### src/design/park_pkg.sv
package park_pkg;

  localparam int SAMPLE_BITS_DEF = 16;
  localparam int ANGLE_BITS_DEF  = 16;

  // Horner steps after the top coefficient (C9, C7, C5, C3, C1)
  localparam int HORNER_STEPS = 5;

  typedef logic [30:0] fix30_t;  // Q30, 1.0 = quarter turn
  typedef logic [31:0] poly_t;   // Q30 polynomial partial value

  // one sine evaluation in flight
  typedef struct packed {
    logic   neg;  // result negated (lower half turn)
    fix30_t x;
    fix30_t x2;
    poly_t  p;
  } sine_lane_t;

  localparam poly_t POLY_C11 = 32'd3864;

  localparam poly_t POLY_COEF [HORNER_STEPS] = '{
    32'd172273, 32'd5026995, 32'd85569306, 32'd693598668, 32'd1686629713
  };

endpackage

### src/design/park_horner_cell.sv
module park_horner_cell import park_pkg::*; #(
  parameter int    SAMPLE_BITS = SAMPLE_BITS_DEF,
  parameter poly_t COEF        = POLY_C11
) (
  input  logic                     clk_i,
  input  logic                     rst_ni,
  input  logic                     valid_i,
  output logic                     ready_o,
  input  sine_lane_t               sin_i,
  input  sine_lane_t               cos_i,
  input  logic [3*SAMPLE_BITS-1:0] smp_i,
  output logic                     valid_o,
  input  logic                     ready_i,
  output sine_lane_t               sin_o,
  output sine_lane_t               cos_o,
  output logic [3*SAMPLE_BITS-1:0] smp_o
);

  // p = COEF - x2*p >> 30
  function automatic sine_lane_t step(input sine_lane_t l);
    logic [62:0] prod;
    sine_lane_t  r;
    prod = 63'(l.x2) * 63'(l.p);
    r    = l;
    r.p  = COEF - prod[61:30];
    return r;
  endfunction

  logic                     valid_q;
  sine_lane_t               sin_q, cos_q;
  logic [3*SAMPLE_BITS-1:0] smp_q;

  assign ready_o = !valid_q || ready_i;

  always_ff @(posedge clk_i or negedge rst_ni) begin
    if (!rst_ni) begin
      valid_q <= 1'b0;
    end else if (ready_o) begin
      valid_q <= valid_i;
    end
  end

  always_ff @(posedge clk_i) begin
    if (ready_o) begin
      sin_q <= step(sin_i);
      cos_q <= step(cos_i);
      smp_q <= smp_i;
    end
  end

  assign valid_o = valid_q;
  assign sin_o   = sin_q;
  assign cos_o   = cos_q;
  assign smp_o   = smp_q;

endmodule

### config.mk
export PLATFORM = sky130hd
export DESIGN_NAME = park_horner_cell
export DESIGN_NICKNAME = d
export VERILOG_FILES = /design/src/design/park_pkg.sv /design/src/design/park_horner_cell.sv
export SDC_FILE = /design/constraint.sdc
export NUM_CORES = 2
export LEC_CHECK = 0
export ABC_CLOCK_PERIOD_IN_PS = 27000
export BUFFER_PORTS_ARGS = -buffer_cell sky130_fd_sc_hd__buf_4
export CAP_MARGIN = 5
export CELL_PAD_IN_SITES_DETAIL_PLACEMENT = 0
export CELL_PAD_IN_SITES_GLOBAL_PLACEMENT = 2
export CORE_MARGIN = 1
export CORE_UTILIZATION = 44
export DETAILED_ROUTE_END_ITERATION = 6
export GPL_ROUTABILITY_DRIVEN = 0
export PLACE_DENSITY_LB_ADDON = 0.15
export SETUP_SLACK_MARGIN = 0.02
export SYNTH_ARGS = -nofsm -noshare
export SYNTH_HDL_FRONTEND = slang
export SYNTH_SLANG_ARGS = --single-unit
### constraint.sdc
create_clock -name clk_i -period 27 [get_ports clk_i]
set_input_delay 5.4 -clock clk_i [delete_from_list [all_inputs] [get_ports clk_i]]
set_output_delay 5.4 -clock clk_i [all_outputs]
set_load 0.02 [all_outputs]
### Word-level counts from Yosys, hierarchy flattened

Cells that the tools add are included.

| operators by class | value |
|---|---|
| reductions and logical operators | 2 |
| multipliers | 2 |
| add/sub/neg operators | 2 |

Operators with widths:

| operator | count |
|---|---|
| 31-bit by 32-bit multiplier with 62-bit output | 2 |
| 12-bit by 32-bit subtractor with 32-bit output (first input constant) | 2 |
| 1-bit zero test | 1 |
| 1-bit logical OR | 1 |

| storage, ports and cells | value |
|---|---|
| bits of input ports | 242 |
| register bits after elaboration | 239 |

### Depth between registers and ports, before layout

| depth | value |
|---|---|
| depth after elaboration | 2 |
| gate-level depth with buffers | 34 |
| depth with buffers taken out | 31 |

### Worst setup path after synthesis

OpenSTA, ideal clock, no wires.

| path | value |
|---|---|
| path kind | in2out |
| from | in ready_i |
| to | out ready_o |
| stages on the path | 1 |
| path buffers | 0 |
| path slack | 10.343 ns |
| data required time | 21.600 ns |
| arrival time | 11.257 ns |
| path through | nand2b_1 |

| between the ends | value |
|---|---|
| word-level cells in the longest chain between the ends | 1 |

RTL lines:

| element | line | source |
|---|---|---|
| start, declared | park_horner_cell.sv:13 | `input logic ready_i,` |
| 1-bit logical OR | park_horner_cell.sv:33 | `assign ready_o = !valid_q \|\| ready_i;` |
| end, declared | park_horner_cell.sv:8 | `output logic ready_o,` |

Every way passes these cells.

### Worst setup path in the final report

| path | value |
|---|---|
| from | in cos_i[39] (netlist name) |
| to | reg cos_q, in the netlist cos_o[31], data pin |

| between the ends | value |
|---|---|
| word-level cells in the longest chain between the ends | 2 |

RTL lines:

| element | line | source |
|---|---|---|
| start, declared | park_horner_cell.sv:10 | `input sine_lane_t cos_i,` |
| 31-bit by 32-bit multiplier with 62-bit output | park_horner_cell.sv:23 | `prod = 63'(l.x2) * 63'(l.p);` |
| 12-bit by 32-bit subtractor with 32-bit output | park_horner_cell.sv:25 | `r.p = COEF - prod[61:30];` |
| end signal, assigned | park_horner_cell.sv:46 | `cos_q <= step(cos_i);` |
| end, declared | park_horner_cell.sv:30 | `sine_lane_t sin_q, cos_q;` |

Every way passes these cells.
A chain may end at the register's enable or synchronous reset.

==> summary.md <==
| Metric | Value |
|---|---|
| Status | `finished, final reports clean` |
| First-iteration detailed-routing DRC count | `~3,000` |
| Top cells by area, synth | `fa_1 (48%), edfxtp_1 (9.9%), inv_1 (8.6%)` |
| Mean Syn Cell Area | `9.51 µm²` |
| Most frequent cell on the critical path | `fa_1` |
| Max_slew headroom | `31.1%` |
| Critical Path Sink Type | `flop` |
| Via density | `approximately 5.2` |
| Vias | `51,500` |
| Top-count cell post-synth | `fa_1` |
| # rows | `148` |
| Routed WL | `approximately 210,000 µm` |
| Yosys cell types | `around 100` |
| Synth Cell Area | `72,100 µm²` |
| Gr usage total | `26.5%` |
| Initial Util | `~44%` |
| Critical Path End | `cos_o[31]` |
| Crit path cell chain | `buf_4, nand2_1, fa_1, fa_1, fa_1, fa_1, inv_1, fa_1, fa_1, fa_1, fa_1, ha_1, nand2_1, nor4_1, a21boi_0, a221oi_1, o21ai_0, xor2_1, o2111ai_2, nor4b_4, o2111ai_1, o311ai_2, o31ai_2, xnor2_1` |
| Residual DRC | `0` |
| Post-synth top flop | `edfxtp_1` |
| Pins Over Slew Limit | `0` |
| Tmin final | `roughly 14 ns` |
| Clk slew on worst S/H paths | `0.07 ns` |
| Grt total ovfl | `0` |
| Drt wl/cell | `about 21 µm` |
| Hpwl dp | `~170,000 µm` |
| Port bufs | `just under 500` |
| Clk_lat worst skew | `around 0.68 ns` |
| Final count of hold timing violations | `0` |
| Synthesized net count | `~10,000` |
| Core Region | `163,000 µm²` |
| Hold Path Cell Cnt | `2` |
| Yosys reg bits | `between 200 and 250` |
| Die width | `roughly 410 µm` |
| TritonRoute pass-1 iters | `5` |
| Slowest stage delay, CP | `approximately 0.66 ns` |
| Global-route wire length before repair | `about 330,000 µm` |
| Synth area leader | `fa_1` |
| Final number of setup-violating endpoints | `0` |
| Number of max-cap violations | `0` |
| I/O Pins | `between 400 and 500` |
| Post-route ant nets | `0` |
| Vias in the first global route | `~56,000` |
| CTS tree | `done` |
| Clk sinks | `roughly 240` |
| Synth-to-Final Area Change | `8.05%` |
| Share of layout cells above drive strength 1 | `7.69%` |
| Post-CTS Hold Buffers | `0` |
| Most instantiated cells after synthesis | `fa_1 (1,728), inv_1 (1,659), nand2_1 (1,219)` |
| R2r worst-path depth | `4` |
| CP Data Required Time | `between 20 and 30 ns` |
| Worst Skew | `about 0.017 ns` |
| Synth Warn # | `0` |
| Final nets | `just over 10,000` |
| Reg-to-reg endpoint | `cos_o[27]` |
| Syn Inst Count | `approximately 7,600` |
| Largest net degree at the start of global routing | `about 60` |
| FF-to-FF Start | `valid_o` |
| H-tree depth | `1` |
| R2R Setup Slk | `around 24 ns` |
| TNS Setup | `0 ns` |
| Worst Setup Path Type | `in2reg` |
| DIE HEIGHT | `just over 400 µm` |
| Tightest Hold Check Type | `reg2reg` |
| Synth top area share | `between 40% and 50%` |
| CTS buffer count | `30` |
| Worst setup SP type | `input pin` |
| Fmax | `approximately 71 MHz` |
| EDFF count, synth | `about 240` |
| CTS max path bufs | `3` |
| Async S/R FF share, synth | `0.418%` |
| RSZ-0062 raised after global routing | `no` |
| Gates resized, CTS repair | `0` |
| Full die area | `165,000 µm²` |
| Crit Path Max Fanout | `33` |
| CTS root buffer | `clkbuf_16` |
| CP max-delay cell | `a221oi_1` |
| Worst Tran Pin Value | `1.03 ns` |
| Ratio of final minimum period to clock period | `52.2%` |
| Antenna violations before repair | `17` |
| Postcts setup bufs | `0` |
| Post-synthesis sequential area ratio | `just under 10%` |
| Critical Path AT | `approximately 15 ns` |
| CP Launch Point | `cos_i[39]` |
[sequential cells by signal, summed over array words and instances (netlist names)]
name and count:
sin_o 95, cos_o 95, smp_o 48, valid_o 1
[how the worst min path moves through the flow]
stage / end / from
after floorplan: valid_o / rst_ni
after global placement: valid_o / valid_o
after detailed placement: valid_o / valid_o
after CTS: valid_o / valid_o
after global routing: valid_o / valid_o
final: valid_o / valid_o
[layer usage]
layer	track usage, %	vias up	share of wire (%)
li1	-	22600	-
met1	37.6	27100	44
met2	43.4	1556	47
met3	3.17	230	6.0
met4	5.85	4	2.4
met5	0	-	0.013
[layout by cell type, fill, tap and decap left out, drive strengths merged, types with 12 or more instances in the layout]
cell / instances
buf: 489
fa: 1728
and2: 913
o211ai: 13
nor3: 45
nor2: 116
o21ai: 76
a21oi: 138
o21bai: 14
nand4: 47
edfxtp: 238
a211oi: 17
clkbuf: 34
and3: 18
inv: 1664
nand2: 1219
nor4: 20
xnor2: 73
or2: 15
nand3: 34
a21o: 45
xor2: 36
o21a: 27
ha: 496
clkinv: 12
[metrics by stage]
step / cell area [µm²] / instances / hold WS, ns / util (%) / setup slack, ns
6_report: 77900 / 9885 / 0.709 / 47.8 / 12.92
5_1_grt: 77900 / 9885 / 0.746 / 47.8 / 12.41
4_1_cts: 77900 / 9883 / 0.739 / 47.8 / 13.02
3_5_place_dp: 76900 / 9827 / 0.725 / 47.2 / 12.32
3_3_place_gp: 76900 / 9827 / 0.691 / 47.2 / 12.52
2_1_floorplan: 72100 / 7577 / 5.10 / - / 10.34
[area by class of cell]
cell class / count / area (µm²)
antenna: 2 / 5.00
fill: 15700 / 84900
multi-input combinational: 5265 / 57100
tap: 2175 / 2720
sequential: 239 / 7170
clock buffer: 34 / 787
clock inverter: 22 / 181
timing repair buffer: 489 / 3670
inverter: 1659 / 6230
[logic make-up after synthesis]
family	Yosys count	share of synthesized area, %
AND/OR/NAND/NOR	2490	17.1
adder cells (fa/ha/maj)	2224	56.6
buffers and inverters	2073	10.8
AO/OA/AOI/OAI	436	4.14
flip-flops	239	9.95
XOR/XNOR	109	1.32
multiplexers	6	0.0868
[worst max-delay path, delay by kind of cell]
kind / cells / cell delay (ns)
AO/OA/AOI/OAI: 7 / 2.37
XOR/XNOR: 2 / 0.53
adder cells (fa/ha/maj): 9 / 4.45
buffers and inverters: 2 / 0.48
AND/OR/NAND/NOR: 4 / 1.23
Power is left out: the tool's default activity adds up to more than one toggle a clock period on the data nets, which glitch-free logic cannot reach.
